File: src/rtl/pzu_pkg.sv
`timescale 1ns / 1ps
// Package for the 18-bit polynomial unpacker with byte-load fault injection.
// Holds constants, register indexes, fault codes, controller states and the
// command and status structs shared by the controller and the datapath.
package pzu_pkg;

   // Default polynomial length; the top level takes it as a parameter.
   localparam int NUM_COEFFS_DEF = 256;

   // Offset subtracted from: coefficient = GAMMA - raw field.
   localparam int GAMMA = 131072;

   // FNV-1a constants.
   localparam logic [31:0] HASH_INIT  = 32'h811c_9dc5;
   localparam logic [31:0] HASH_PRIME = 32'h0100_0193;

   // Last byte position of a nine-byte group.
   localparam logic [3:0] GROUP_LAST_POS = 4'd8;

   // Register reset values.
   localparam logic [1:0] FAULT_MODE_RST  = 2'd0;
   localparam logic [7:0] TARGET_COEF_RST = 8'd17;
   localparam logic [1:0] TARGET_LOAD_RST = 2'd1;
   localparam logic [7:0] STALE_VALUE_RST = 8'd90;

   // Register indexes on the configuration port.
   localparam logic [1:0] CSR_FAULT_MODE  = 2'd0;
   localparam logic [1:0] CSR_TARGET_COEF = 2'd1;
   localparam logic [1:0] CSR_TARGET_LOAD = 2'd2;
   localparam logic [1:0] CSR_STALE_VALUE = 2'd3;

   // Fault modes; any other code means normal unpacking.
   localparam logic [1:0] FAULT_ZERO  = 2'd1;
   localparam logic [1:0] FAULT_STALE = 2'd2;

   // Byte selectors; any other selector, two or three, picks the third byte.
   localparam logic [1:0] LOAD_FIRST  = 2'd0;
   localparam logic [1:0] LOAD_SECOND = 2'd1;

   typedef enum logic [1:0] {
      ST_IDLE,
      ST_ROUND1,
      ST_ROUND2,
      ST_EMIT
   } state_type;

   typedef struct packed {
      logic take_byte;
      logic round1;
      logic round2;
      logic load_out;
   } cmd_type;

   typedef struct packed {
      logic coef_byte;
   } status_type;

endpackage

File: src/rtl/polyz_unpack_with_load_fault_unit.sv
`timescale 1ns / 1ps
// Top level of the 18-bit polynomial unpacker with byte-load fault injection.
// Instantiates pzu_ctrl and pzu_datapath; uses pzu_pkg.

// The unit takes a packed polynomial one byte per item, nine bytes for every
// four 18-bit little-endian fields, and returns one coefficient item each
// time a byte completes a field. A byte that only gets held is stored and the
// unit stays ready for the next byte. A byte that completes a coefficient
// occupies the unit through its intake, two FNV-1a rounds that share a single
// 32 by 32 multiplier, and a step that moves the finished coefficient into
// the result register, which waits while that register is still full. Because
// the result sits in its own register, the unit takes the following bytes
// while a coefficient waits for the consumer. Each coefficient is GAMMA minus
// its raw field; the digest is reported on the last coefficient of the
// polynomial and is zero on all others, after which the byte position, the
// coefficient count and the hash restart. The configuration registers select
// a fault that replaces one byte of one target coefficient with zero or with
// a stale byte; they should be written only while the unit is idle.
module polyz_unpack_with_load_fault_unit #(
   parameter int NUM_COEFFS = pzu_pkg::NUM_COEFFS_DEF
) (
   input  logic               clock,
   input  logic               reset,
   // Configuration write port.
   input  logic               csr_wr_en,
   input  logic [1:0]         csr_index,
   input  logic [7:0]         csr_wdata,
   // Packed byte input.
   input  logic               req_valid,
   output logic               req_ready,
   input  logic [7:0]         req_packed_byte,
   // Coefficient output.
   output logic               rsp_valid,
   input  logic               rsp_ready,
   output logic signed [18:0] rsp_coefficient,
   output logic [7:0]         rsp_coefficient_index,
   output logic               rsp_fault_applied,
   output logic               rsp_last,
   output logic [31:0]        rsp_digest
);

   pzu_pkg::cmd_type    cmd;
   pzu_pkg::status_type status;

   // The controller decides when bytes are taken and when hash rounds run.
   pzu_ctrl u_ctrl (
      .clock     (clock),
      .reset     (reset),
      .req_valid (req_valid),
      .req_ready (req_ready),
      .rsp_valid (rsp_valid),
      .rsp_ready (rsp_ready),
      .status    (status),
      .cmd       (cmd)
   );

   // The datapath holds the registers, the byte assembly and the hash.
   pzu_datapath #(
      .NUM_COEFFS (NUM_COEFFS)
   ) u_datapath (
      .clock                 (clock),
      .reset                 (reset),
      .cmd                   (cmd),
      .status                (status),
      .csr_wr_en             (csr_wr_en),
      .csr_index             (csr_index),
      .csr_wdata             (csr_wdata),
      .req_packed_byte       (req_packed_byte),
      .rsp_coefficient       (rsp_coefficient),
      .rsp_coefficient_index (rsp_coefficient_index),
      .rsp_fault_applied     (rsp_fault_applied),
      .rsp_last              (rsp_last),
      .rsp_digest            (rsp_digest)
   );

endmodule

File: src/rtl/pzu_ctrl.sv
`timescale 1ns / 1ps
// Controller for the polynomial unpacker: sequences byte intake, the two
// hash rounds and the hand-off to the result register. Uses pzu_pkg.
module pzu_ctrl (
   input  logic                clock,
   input  logic                reset,
   input  logic                req_valid,
   output logic                req_ready,
   output logic                rsp_valid,
   input  logic                rsp_ready,
   input  pzu_pkg::status_type status,
   output pzu_pkg::cmd_type    cmd
);

   pzu_pkg::state_type state_ff;
   pzu_pkg::state_type state_in;
   logic               rsp_valid_ff;
   logic               rsp_valid_in;
   logic               out_free;

   assign out_free = !rsp_valid_ff || rsp_ready;

   // Next state.
   always_comb begin
      state_in = state_ff;
      unique case (state_ff)
         pzu_pkg::ST_IDLE: begin
            if (req_valid && status.coef_byte) begin
               state_in = pzu_pkg::ST_ROUND1;
            end
         end
         pzu_pkg::ST_ROUND1: begin
            state_in = pzu_pkg::ST_ROUND2;
         end
         pzu_pkg::ST_ROUND2: begin
            state_in = pzu_pkg::ST_EMIT;
         end
         pzu_pkg::ST_EMIT: begin
            if (out_free) begin
               state_in = pzu_pkg::ST_IDLE;
            end
         end
         default: begin
            state_in = pzu_pkg::ST_IDLE;
         end
      endcase
   end

   // Outputs.
   always_comb begin
      cmd       = '0;
      req_ready = 1'b0;
      unique case (state_ff)
         pzu_pkg::ST_IDLE: begin
            req_ready     = 1'b1;
            cmd.take_byte = req_valid;
         end
         pzu_pkg::ST_ROUND1: begin
            cmd.round1 = 1'b1;
         end
         pzu_pkg::ST_ROUND2: begin
            cmd.round2 = 1'b1;
         end
         pzu_pkg::ST_EMIT: begin
            cmd.load_out = out_free;
         end
         default: begin
            cmd = '0;
         end
      endcase
   end

   // The result register stays full until the consumer takes the item.
   always_comb begin
      rsp_valid_in = rsp_valid_ff;
      if (cmd.load_out) begin
         rsp_valid_in = 1'b1;
      end else if (rsp_ready) begin
         rsp_valid_in = 1'b0;
      end
   end

   always_ff @(posedge clock) begin
      if (reset) begin
         state_ff     <= pzu_pkg::ST_IDLE;
         rsp_valid_ff <= 1'b0;
      end else begin
         state_ff     <= state_in;
         rsp_valid_ff <= rsp_valid_in;
      end
   end

   assign rsp_valid = rsp_valid_ff;

endmodule

File: src/rtl/pzu_datapath.sv
`timescale 1ns / 1ps
// Datapath for the polynomial unpacker: configuration registers, byte
// assembly with fault replacement, the shared hash multiplier and the
// result register. Uses pzu_pkg.
module pzu_datapath #(
   parameter int NUM_COEFFS = pzu_pkg::NUM_COEFFS_DEF
) (
   input  logic                clock,
   input  logic                reset,
   input  pzu_pkg::cmd_type    cmd,
   output pzu_pkg::status_type status,
   input  logic                csr_wr_en,
   input  logic [1:0]          csr_index,
   input  logic [7:0]          csr_wdata,
   input  logic [7:0]          req_packed_byte,
   output logic signed [18:0]  rsp_coefficient,
   output logic [7:0]          rsp_coefficient_index,
   output logic                rsp_fault_applied,
   output logic                rsp_last,
   output logic [31:0]         rsp_digest
);

   localparam int CNT_W = $clog2(NUM_COEFFS);
   localparam int IDX_W = (CNT_W > 8) ? CNT_W : 8;

   // Configuration registers.
   logic [1:0] fault_mode_ff,  fault_mode_in;
   logic [7:0] target_coef_ff, target_coef_in;
   logic [1:0] target_load_ff, target_load_in;
   logic [7:0] stale_value_ff, stale_value_in;

   // Stream state.
   logic [3:0]       pos_ff, pos_in;
   logic [CNT_W-1:0] cnt_ff, cnt_in;
   logic [7:0]       held0_ff, held0_in;
   logic [7:0]       held1_ff, held1_in;
   logic [31:0]      hash_ff, hash_in;

   // Coefficient at work.
   logic [31:0] work_word_ff, work_word_in;
   logic [7:0]  work_index_ff, work_index_in;
   logic        work_fault_ff, work_fault_in;
   logic        work_last_ff, work_last_in;
   logic [31:0] work_digest_ff, work_digest_in;

   // Result register.
   logic signed [18:0] rsp_coef_ff;
   logic [7:0]         rsp_index_ff;
   logic               rsp_fault_ff;
   logic               rsp_last_ff;
   logic [31:0]        rsp_digest_ff;

   logic             coef_byte;
   logic             is_last;
   logic [IDX_W:0]   tgt_ext;
   logic [IDX_W-1:0] eff_tgt;
   logic [IDX_W-1:0] cnt_ext;
   logic             fault_on;
   logic             fault_hit;
   logic [7:0]       repl_byte;
   logic [7:0]       b0, b1, b2;
   logic [1:0]       slot;
   logic [23:0]      field_bits;
   logic [17:0]      raw;
   logic [31:0]      coef_word;
   logic [31:0]      mix;
   logic [31:0]      prod;

   // A byte at an even position from two on completes a coefficient.
   assign coef_byte        = (pos_ff >= 4'd2) && !pos_ff[0];
   assign status.coef_byte = coef_byte;

   assign is_last = (cnt_ff == CNT_W'(NUM_COEFFS - 1));

   // A target beyond the polynomial falls back to coefficient zero.
   assign tgt_ext = (IDX_W + 1)'(target_coef_ff);
   assign eff_tgt = (tgt_ext >= (IDX_W + 1)'(NUM_COEFFS)) ? '0 : tgt_ext[IDX_W-1:0];
   assign cnt_ext = IDX_W'(cnt_ff);

   assign fault_on  = (fault_mode_ff == pzu_pkg::FAULT_ZERO) ||
                      (fault_mode_ff == pzu_pkg::FAULT_STALE);
   assign fault_hit = fault_on && (cnt_ext == eff_tgt);
   assign repl_byte = (fault_mode_ff == pzu_pkg::FAULT_ZERO) ? 8'd0 : stale_value_ff;

   always_comb begin
      b0 = held0_ff;
      b1 = held1_ff;
      b2 = req_packed_byte;
      if (fault_hit) begin
         if (target_load_ff == pzu_pkg::LOAD_FIRST) begin
            b0 = repl_byte;
         end else if (target_load_ff == pzu_pkg::LOAD_SECOND) begin
            b1 = repl_byte;
         end else begin
            b2 = repl_byte;
         end
      end
   end

   // Field slot within the group: positions 2, 4, 6, 8 give slots 0 to 3.
   assign slot       = pos_ff[2:1] - 2'd1;
   assign field_bits = {b2, b1, b0} >> {slot, 1'b0};
   assign raw        = field_bits[17:0];
   assign coef_word  = 32'(pzu_pkg::GAMMA) - 32'(raw);

   // One multiplier serves both hash rounds.
   assign mix  = hash_ff ^ (cmd.round2 ? {16'd0, work_word_ff[31:16]} : work_word_ff);
   assign prod = mix * pzu_pkg::HASH_PRIME;

   always_comb begin
      fault_mode_in  = fault_mode_ff;
      target_coef_in = target_coef_ff;
      target_load_in = target_load_ff;
      stale_value_in = stale_value_ff;
      if (csr_wr_en) begin
         unique case (csr_index)
            pzu_pkg::CSR_FAULT_MODE:  fault_mode_in  = csr_wdata[1:0];
            pzu_pkg::CSR_TARGET_COEF: target_coef_in = csr_wdata;
            pzu_pkg::CSR_TARGET_LOAD: target_load_in = csr_wdata[1:0];
            pzu_pkg::CSR_STALE_VALUE: stale_value_in = csr_wdata;
            default:                  fault_mode_in  = fault_mode_ff;
         endcase
      end
   end

   always_comb begin
      pos_in         = pos_ff;
      cnt_in         = cnt_ff;
      held0_in       = held0_ff;
      held1_in       = held1_ff;
      hash_in        = hash_ff;
      work_word_in   = work_word_ff;
      work_index_in  = work_index_ff;
      work_fault_in  = work_fault_ff;
      work_last_in   = work_last_ff;
      work_digest_in = work_digest_ff;

      if (cmd.take_byte) begin
         if (!coef_byte) begin
            if (pos_ff[0]) begin
               held1_in = req_packed_byte;
            end else begin
               held0_in = req_packed_byte;
            end
            pos_in = pos_ff + 4'd1;
         end else begin
            work_word_in  = coef_word;
            work_index_in = cnt_ext[7:0];
            work_fault_in = fault_hit;
            work_last_in  = is_last;
            if (is_last) begin
               pos_in = '0;
               cnt_in = '0;
            end else begin
               cnt_in = cnt_ff + CNT_W'(1);
               if (pos_ff >= pzu_pkg::GROUP_LAST_POS) begin
                  pos_in = '0;
               end else begin
                  held0_in = req_packed_byte;
                  pos_in   = pos_ff + 4'd1;
               end
            end
         end
      end

      if (cmd.round1) begin
         hash_in = prod;
      end

      if (cmd.round2) begin
         hash_in        = work_last_ff ? pzu_pkg::HASH_INIT : prod;
         work_digest_in = work_last_ff ? prod : 32'd0;
      end
   end

   always_ff @(posedge clock) begin
      if (reset) begin
         fault_mode_ff  <= pzu_pkg::FAULT_MODE_RST;
         target_coef_ff <= pzu_pkg::TARGET_COEF_RST;
         target_load_ff <= pzu_pkg::TARGET_LOAD_RST;
         stale_value_ff <= pzu_pkg::STALE_VALUE_RST;
         pos_ff         <= '0;
         cnt_ff         <= '0;
         hash_ff        <= pzu_pkg::HASH_INIT;
      end else begin
         fault_mode_ff  <= fault_mode_in;
         target_coef_ff <= target_coef_in;
         target_load_ff <= target_load_in;
         stale_value_ff <= stale_value_in;
         pos_ff         <= pos_in;
         cnt_ff         <= cnt_in;
         hash_ff        <= hash_in;
      end
   end

   always_ff @(posedge clock) begin
      held0_ff       <= held0_in;
      held1_ff       <= held1_in;
      work_word_ff   <= work_word_in;
      work_index_ff  <= work_index_in;
      work_fault_ff  <= work_fault_in;
      work_last_ff   <= work_last_in;
      work_digest_ff <= work_digest_in;
   end

   always_ff @(posedge clock) begin
      if (cmd.load_out) begin
         rsp_coef_ff   <= $signed(work_word_ff[18:0]);
         rsp_index_ff  <= work_index_ff;
         rsp_fault_ff  <= work_fault_ff;
         rsp_last_ff   <= work_last_ff;
         rsp_digest_ff <= work_digest_ff;
      end
   end

   assign rsp_coefficient       = rsp_coef_ff;
   assign rsp_coefficient_index = rsp_index_ff;
   assign rsp_fault_applied     = rsp_fault_ff;
   assign rsp_last              = rsp_last_ff;
   assign rsp_digest            = rsp_digest_ff;

endmodule

File: config.mk
export PLATFORM = sky130hd
export DESIGN_NAME = polyz_unpack_with_load_fault_unit
export DESIGN_NICKNAME = d
export VERILOG_FILES = /design/src/rtl/pzu_pkg.sv /design/src/rtl/polyz_unpack_with_load_fault_unit.sv /design/src/rtl/pzu_ctrl.sv /design/src/rtl/pzu_datapath.sv
export SDC_FILE = /design/constraint.sdc
export NUM_CORES = 1
export LEC_CHECK = 0
export BUFFER_PORTS_ARGS = -buffer_cell sky130_fd_sc_hd__buf_2
export CAP_MARGIN = 15
export CORE_ASPECT_RATIO = 1.1
export CORE_MARGIN = 5
export CORE_UTILIZATION = 44
export CTS_BUF_LIST = sky130_fd_sc_hd__clkbuf_4 sky130_fd_sc_hd__clkbuf_8
export DETAILED_ROUTE_END_ITERATION = 10
export MAX_ROUTING_LAYER = met4
export PLACE_DENSITY = 0.62
export SETUP_SLACK_MARGIN = 0.3
export SLEW_MARGIN = 20
export SYNTH_ARGS = -nofsm -noshare
export SYNTH_HDL_FRONTEND = slang
export SYNTH_SLANG_ARGS = --single-unit
File: constraint.sdc
create_clock -name clock -period 8.1 [get_ports clock]
set_input_delay 1.62 -clock clock [delete_from_list [all_inputs] [get_ports clock]]
set_output_delay 1.62 -clock clock [all_outputs]
set_load 0.02 [all_outputs]
==> results of run 1 <==
## through the flow
stage          setup WS, ps   util  instance area, sq um
2_1_floorplan           512      -                 14600
3_3_place_gp            874  0.478                 15500
3_5_place_dp            813  0.478                 15500
4_1_cts                 778  0.502                 16300
5_1_grt                 332  0.502                 16300
6_report                736  0.502                 16300
## cell families after synthesis
kind of cell	Yosys count
DFF	205
AOI/OAI and AO/OA	172
and+or+nand+nor	286
muxes	46
adders and majority gates	239
buffers and inverters	253
xor gates and xnor gates	138
## how the worst min path moves through the flow
stage	start	to	slack [ps]	depth (start not counted)
after floorplan	u_datapath.work_index_ff[0]	u_datapath.rsp_coefficient_index[0]	400	0
after global placement	u_datapath.work_digest_ff[18]	u_datapath.rsp_digest[18]	400	0
after detailed placement	u_datapath.work_index_ff[5]	u_datapath.rsp_coefficient_index[5]	400	0
after CTS	u_datapath.work_digest_ff[26]	u_datapath.rsp_digest[26]	410	0
after global routing	u_datapath.work_digest_ff[26]	u_datapath.rsp_digest[26]	420	0
final	u_datapath.work_digest_ff[25]	u_datapath.rsp_digest[25]	410	0
## Yosys cell counts (3+ instances only)
cell type  count
nand3_1        6
xnor2_1       87
dfxtp_1       67
and3_1         9
or2_2          3
buf_2          3
a21oi_1       52
o32a_1         4
nor4_1         3
or3_1          5
nor3_1        15
a221oi_1       3
o31ai_1        4
edfxtp_1     138
and2_1        43
nand2_1       46
fa_1          74
mux4_2        12
ha_1         165
nor2b_1       21
mux2i_1       28
buf_1          3
nor3b_1        3
nand2b_1      12
a22o_1         6
nor2_1        95
o21a_1         5
xor2_1        50
a31oi_1        7
o21ai_0       13
a21o_1        20
o31a_1         3
inv_1        212
a22oi_1       12
clkbuf_1      31
nand3b_1      10
o211ai_1       3
nand4_1        8
a211oi_1       4
o22ai_1        9
## final cells by class
class                           count  area share
Multi-Input combinational cell    881       0.499
Tap cell                          426      0.0327
Sequential cell                   205       0.337
Timing Repair Buffer              105      0.0353
Clock buffer                       45      0.0357
Inverter                          215      0.0495
Clock inverter                     18      0.0112
## registers in the layout, indices dropped and copies added, names as in the netlist
signal                            flops
u_datapath.hash_ff                   32
u_datapath.rsp_digest                32
u_datapath.work_digest_ff            32
u_datapath.rsp_coefficient           19
u_datapath.work_word_ff              19
u_datapath.cnt_ext                    8
u_datapath.held0_ff                   8
u_datapath.held1_ff                   8
u_datapath.rsp_coefficient_index      8
u_datapath.stale_value_ff             8
u_datapath.target_coef_ff             8
u_datapath.work_index_ff              8
u_datapath.pos_ff                     4
u_ctrl.state_ff                       2
u_datapath.fault_mode_ff              2
u_datapath.target_load_ff             2
u_ctrl.rsp_valid                      1
u_datapath.rsp_fault_applied          1
u_datapath.rsp_last                   1
u_datapath.work_fault_ff              1
u_datapath.work_last_ff               1
## metal layers
metal	vias to the layer above	track usage	wire, um
met5	-	-	0
met2	225	0.324	17400
li1	4748	-	-
met4	0	0.0764	1380
met1	4718	0.234	14300
met3	88	0.0332	1640
## worst max-delay path, cell delays in order (launching register included)
cell	delay [ps]
dfxtp_1	320
inv_1	90
ha_2	220
clkinv_1	340
a21oi_1	480
xnor2_1	340
ha_1	330
ha_1	300
fa_1	480
ha_1	210
fa_1	470
ha_1	280
inv_1	50
fa_1	530
inv_1	50
ha_1	350
a21o_1	190
a21o_1	160
a21o_1	180
nor3_1	200
nand3_1	140
a221oi_1	260
buf_4	190
o21ai_0	220
o31ai_1	330
xnor2_1	180
and2_1	190
==> impl_metrics.ini, run 1 <==
[setup_path]
crit_end = u_datapath.work_digest_ff[29]
rr_endpoint = u_datapath.work_digest_ff[29]
reg2reg_from = u_ctrl.state_ff[0]
cp.required_ps = 8390
regToRegSetupSlack_ps = 740
critical_path.startpoint = u_ctrl.state_ff[0]
cp_max_fo = 17
crit_type = reg -> reg
cp-start-kind = flop
rr_worst_depth = 26
arrival_ps = 7660
end_kind = flop

[clock_tree]
cts_made_buffers = 36
clk_pin_slew_ps = 60
post-cts-setup-buffer-count = 0
clock_latency_ps = 550
ctsResizeCount = 0
htree_levels = 2
clock-root-buffer = clkbuf_8
hold_buffers = 0
cts.sink_count = 205
cts_tree = yes
cts_buffer_depth = 3

[global_routing]
first_global_vias = 10084
track_usage = 0.194
grt_antenna_before_repair = 0
overflow = 0
grt_pass1_wl_um = 54800
grt_max_degree = 62

[sta]
rsz0062_at_grt = false
skew_ps = 33.9
finalHoldViolations = 0
maxSlewHeadroom = 0.425
finalCritPeriodShare = 0.909
fin_hold_ws_ps = 409
finalMaxSlewViolations = 0
fin_crit_ps = 7360
worstMarginPinSlew_ps = 859
finalSetupViolations = 0
finalSetupTns_ps = 0
fmax_ghz = 0.136

[synth]
yosysUniqueCellTypes = 77
yosys_warnings = 0
avgSynthCellArea_sq_um = 10.9
synth_cells = 1339
netlist.area_leader.share = 0.285
async_reset_ff_frac = 0
syn_area_sq_um = 14600
yosys_register_bits = 205
synth_nets = 1601
synth.area.top_cells = edfxtp_1 (28%), ha_1 (14%), fa_1 (10%), dfxtp_1 (9.2%), inv_1 (5.5%)
synth_mux_area_frac = 0.0437
synth_edf_count = 138
synth_top_area_cell = edfxtp_1
yosys.area_share.adder = 0.244
ys_dominant_reg_cell = edfxtp_1
synth_top_family_by_area = adder cells
synth_compound_area_frac = 0.0851
yosysSeqAreaShare = 0.377
synth_xor_area_frac = 0.0840
synthSimpleGateAreaFrac = 0.101

[floorplanning]
num_io_pins = 86
die_y_um = 201
die-area_sq_um = 36800
die_w_um = 183
design.core.area_sq_um = 32500
initial_core_util = 0.448
rows = 69

[final_layout]
fillCellCount = 3017
multi_input_area_sq_um = 8140
mostFrequentLayoutCell = inv_1
synthToLayoutAreaGrowth_pct = 12.0
drive_gt1_frac = 0.137
final_cells = 1895
antenna_cells = 0
most-common-layout-cells = inv_1 (212), ha_1 (164), edfxtp_1 (138)
seqCellArea_sq_um = 5490
layout.nets = 1706

[placement]
routabilityCongestion = 0.942
io_buffers = 85
hpwl_um = 27300
dp_cells = 1832

[drt]
via_per_inst = 5.16
route.detailed.drc = 0
routed_wl_um = 34700
drtAntennaViolNets = 0
routedWlPerCell_um = 18.3
drt_iter0_drc = 653
first_pass_iters = 5
vias = 9779

[hold_path]
hold_path_class = reg -> reg

[flow_run]
max-cap-violations = 0

[outcome]
status = completed
Power of run 1 is not shown: default switching activity piles up to over one toggle a cycle in this logic, so the estimate is an artifact.
==> run 2, diff against run 1 <==
--- a/config.mk
+++ b/config.mk
@@ -9,11 +9,11 @@
 export CAP_MARGIN = 15
 export CORE_ASPECT_RATIO = 1.1
 export CORE_MARGIN = 5
-export CORE_UTILIZATION = 44
+export CORE_UTILIZATION = 55
 export CTS_BUF_LIST = sky130_fd_sc_hd__clkbuf_4 sky130_fd_sc_hd__clkbuf_8
 export DETAILED_ROUTE_END_ITERATION = 10
 export MAX_ROUTING_LAYER = met4
-export PLACE_DENSITY = 0.62
+export PLACE_DENSITY = 0.75
 export SETUP_SLACK_MARGIN = 0.3
 export SLEW_MARGIN = 20
 export SYNTH_ARGS = -nofsm -noshare
==> impl_metrics.ini, run 2 (synthesis results as in run 1) <==
[floorplanning]
die_y_um = 181
rows = 62
design.core.area_sq_um = 26100
die-area_sq_um = 29800
die_w_um = 165
num_io_pins = 86
initial_core_util = 0.557

[placement]
io_buffers = 85
dpl_cell_area_sq_um = 15400
routabilityCongestion = 0.962
hpwl_um = 26000

[drt]
drtAntennaViolNets = 0
routed_wl_um = 33600
via_per_inst = 5.45
route.detailed.drc = 0
first_pass_iters = 7
vias = 9938
drt_iter0_drc = 569
routedWlPerCell_um = 18.5

[global_routing]
track_usage = 0.235
use_met1 = 0.278
overflow = 0
met2_usage = 0.401
grt_max_degree = 57
grt_pass1_wl_um = 53800
top_usage_layer = met2
grt_antenna_before_repair = 0
first_global_vias = 10315
met3_usage = 0.0380

[clock_tree]
htree_levels = 2
cts_made_buffers = 36
cts_buffer_depth = 3
clock-root-buffer = clkbuf_8
clk_pin_slew_ps = 60
post-cts-setup-buffer-count = 0
hold_buffers = 0
ctsResizeCount = 0
cts.sink_count = 205
clock_latency_ps = 540
cts_tree = yes

[sta]
finalHoldViolations = 0
maxSlewHeadroom = 0.420
rsz0062_at_grt = false
finalSetupTns_ps = 0
finalMaxSlewViolations = 0
fmax_ghz = 0.135
finalSetupViolations = 0
fin_crit_ps = 7400
skew_ps = 24.5
finalCritPeriodShare = 0.913
worstMarginPinSlew_ps = 863

[setup_path]
cp.required_ps = 8400
cp-start-kind = flop
end_kind = flop
arrival_ps = 7700
cp_max_fo = 36
crit_type = reg -> reg

[final_layout]
layout.nets = 1704
drive_gt1_frac = 0.140
multi_input_area_sq_um = 8130
fillCellCount = 2214
most-common-layout-cells = inv_1 (212), ha_1 (164), edfxtp_1 (138)
antenna_cells = 0
seqCellArea_sq_um = 5490
design_area_sq_um = 16200
fin_util = 0.619
synthToLayoutAreaGrowth_pct = 11.1
mostFrequentLayoutCell = inv_1

[hold_path]
hold_path_class = reg -> reg

[flow_run]
max-cap-violations = 0

[outcome]
status = completed
-- run 2: routing by layer --
layer  wire [um]  up-vias
met4        1280        0
met3        1640       84
met5           0        -
met1       13400     4844
met2       17400      268
li1            -     4742
-- run 2: cell type report --
type	count	area share
Multi-Input combinational cell	881	0.503
Sequential cell	205	0.339
Inverter	215	0.0499
Clock buffer	53	0.0405
Timing Repair Buffer	103	0.0347
Tap cell	352	0.0272
Clock inverter	13	0.00580
-- run 2: critical path: stages (launching register included) --
cell      delay [ps]
dfxtp_1          320
inv_1            110
ha_2             220
buf_4            500
mux2i_1          370
xnor2_1          250
ha_1             300
ha_1             230
fa_1             460
ha_1             210
fa_1             470
ha_1             280
inv_1             50
fa_1             530
inv_1             40
ha_1             330
and3_1           220
and3_1           190
a211oi_1         190
a21boi_1         350
o32ai_1          180
o41a_1           420
a221o_1          400
a41oi_1          250
xnor2_1          110
and2_1           160
-- run 2: worst paths after layout --
path                                    start  cells after the start                             endpoint  slack, ps
hold / removal    u_datapath.work_index_ff[1]                      0  u_datapath.rsp_coefficient_index[1]        410
setup reg to reg           u_ctrl.state_ff[0]                     25        u_datapath.work_digest_ff[30]        700
setup / recovery           u_ctrl.state_ff[0]                     25        u_datapath.work_digest_ff[30]        700
hold reg to reg   u_datapath.work_index_ff[1]                      0  u_datapath.rsp_coefficient_index[1]        410
-- run 2: per-stage QoR --
step	hold slack (ps)	cells	worst slack (ps)
2_1_floorplan	400	1339	512
3_3_place_gp	401	1756	880
3_5_place_dp	405	1756	694
4_1_cts	407	1822	681
5_1_grt	422	1822	355
6_report	410	1822	701
Power of run 2 is left out for the same reason.
==> run 3, diff against run 2 <==
--- a/config.mk
+++ b/config.mk
@@ -8,7 +8,6 @@
 export BUFFER_PORTS_ARGS = -buffer_cell sky130_fd_sc_hd__buf_2
 export CAP_MARGIN = 15
 export CORE_ASPECT_RATIO = 1.1
-export CORE_MARGIN = 5
 export CORE_UTILIZATION = 55
 export CTS_BUF_LIST = sky130_fd_sc_hd__clkbuf_4 sky130_fd_sc_hd__clkbuf_8
 export DETAILED_ROUTE_END_ITERATION = 10
==> impl_metrics.ini, run 3 (synthesis results as in run 1) <==
[outcome]
status = finished with violations
violations = DRC

[drt]
routedWlPerCell_um = 17.8
vias = 9903
drtAntennaViolNets = 0
route.detailed.drc = 1
via_per_inst = 5.43
first_pass_iters = 8
drt_iter0_drc = 491
routed_wl_um = 32500

[setup_path]
rr_endpoint = u_datapath.work_digest_ff[30]
arrival_ps = 7610
cpMaxStageDelayCell = fa_1
critical-path-max-stage-delay_ps = 530
crit_type = reg -> reg
critPathTopFamily = adder cells
path_buf_inv = 5
cp.required_ps = 8380
reg2reg_from = u_ctrl.state_ff[0]
rr_worst_depth = 26
end_kind = flop
cpMostUsedCell = ha_1
regToRegSetupSlack_ps = 770
cp_max_fo = 13
cp-start-kind = flop

[floorplanning]
initial_core_util = 0.559
design.core.area_sq_um = 26100
num_io_pins = 86
die-area_sq_um = 27100
rows = 62
die_y_um = 173
die_w_um = 157

[sta]
rsz0062_at_grt = false
finalMaxSlewViolations = 0
skew_ps = 26.1
worstMarginPinSlew_ps = 824
finalHoldViolations = 0
finalSetupTns_ps = 0
fin_hold_ws_ps = 414
fmax_ghz = 0.136
maxSlewHeadroom = 0.448
finalSetupViolations = 0
fin_crit_ps = 7330
finalCritPeriodShare = 0.905

[clock_tree]
clock_latency_ps = 530
clock-root-buffer = clkbuf_8
htree_levels = 2
clk_pin_slew_ps = 60
cts_tree = yes
cts_buffer_depth = 3
cts_made_buffers = 35
cts.sink_count = 205

[hold_path]
whs_endpoint = u_datapath.rsp_coefficient_index[7]
hold_start = u_datapath.work_index_ff[7]
hold_path_class = reg -> reg
hold_depth = 0

[final_layout]
mostFrequentLayoutCell = inv_1
drive_gt1_frac = 0.145
antenna_cells = 0
synthToLayoutAreaGrowth_pct = 11.7
most-common-layout-cells = inv_1 (212), ha_1 (164), edfxtp_1 (138)
layout.nets = 1708

[global_routing]
grt_max_degree = 62
first_global_vias = 10212
grt_antenna_before_repair = 0
track_usage = 0.259
overflow = 0
grt_pass1_wl_um = 52400

[placement]
hpwl_um = 25500
routabilityCongestion = 0.939
io_buffers = 85

[flow_run]
max-cap-violations = 0
## run 3: how the worst max path moves through the flow
stage | depth (start not counted) | endpoint | slack, ps | startpoint
detailed placement | 25 | u_datapath.work_digest_ff[30] | 590 | u_ctrl.state_ff[0]
CTS | 25 | u_datapath.work_digest_ff[30] | 520 | u_ctrl.state_ff[0]
global route | 25 | u_datapath.work_digest_ff[30] | 310 | u_ctrl.state_ff[0]
floorplan | 27 | u_datapath.work_digest_ff[30] | 510 | u_ctrl.state_ff[0]
finish | 26 | u_datapath.work_digest_ff[30] | 770 | u_ctrl.state_ff[0]
global placement | 25 | u_datapath.work_digest_ff[30] | 770 | u_ctrl.state_ff[0]
## run 3: cell type report
class                      count  area, sq um
fill                        2148         9810
multi-input combinational    881         8140
sequential                   205         5490
inverter                     215          811
clock buffer                  54          668
timing repair buffer         108          606
tap                          352          440
clock inverter                10          105
## run 3: per-stage QoR
step                      cells  cell area, sq um  utilization  worst slack [ps]
after global placement     1759             15400        0.593               774
after detailed placement   1759             15400        0.593               593
after floorplan            1339             14600            -               512
after CTS                  1823             16200        0.622               520
final                      1825             16300        0.624               766
after global routing       1825             16300        0.624               311
## run 3: what timing repair did
action                     in CTS  in global routing
hold buffers                    0                  0
setup buffers                   0                  2
setup endpoints to repair       0                  8
resized for setup               0                  5
## run 3: routing by layer
layer	wire, um	global-route usage	share of wire	vias up
met3	1620	0.0414	0.050	85
met5	0	-	0	-
met1	13100	0.306	0.40	4788
met2	16600	0.440	0.51	286
met4	1270	0.0995	0.039	0
li1	-	-	-	4744
## run 3: worst reg2reg max path, stage by stage (launching register included)
cell        delay (ps)
dfxtp_1            310
inv_1              140
ha_4               290
clkinvlp_4         260
buf_4              210
a21oi_1            220
xnor2_1            210
ha_1               290
ha_1               300
fa_1               490
ha_1               230
fa_1               480
ha_1               290
inv_1               50
fa_1               530
inv_1               40
ha_1               360
a21o_1             210
a21o_1             180
a21o_1             170
a221oi_1           310
o32ai_1            170
o41a_1             410
a221o_1            400
a41oi_1            260
xnor2_1            100
and2_1             160
Power of run 3 is left out for the same reason.
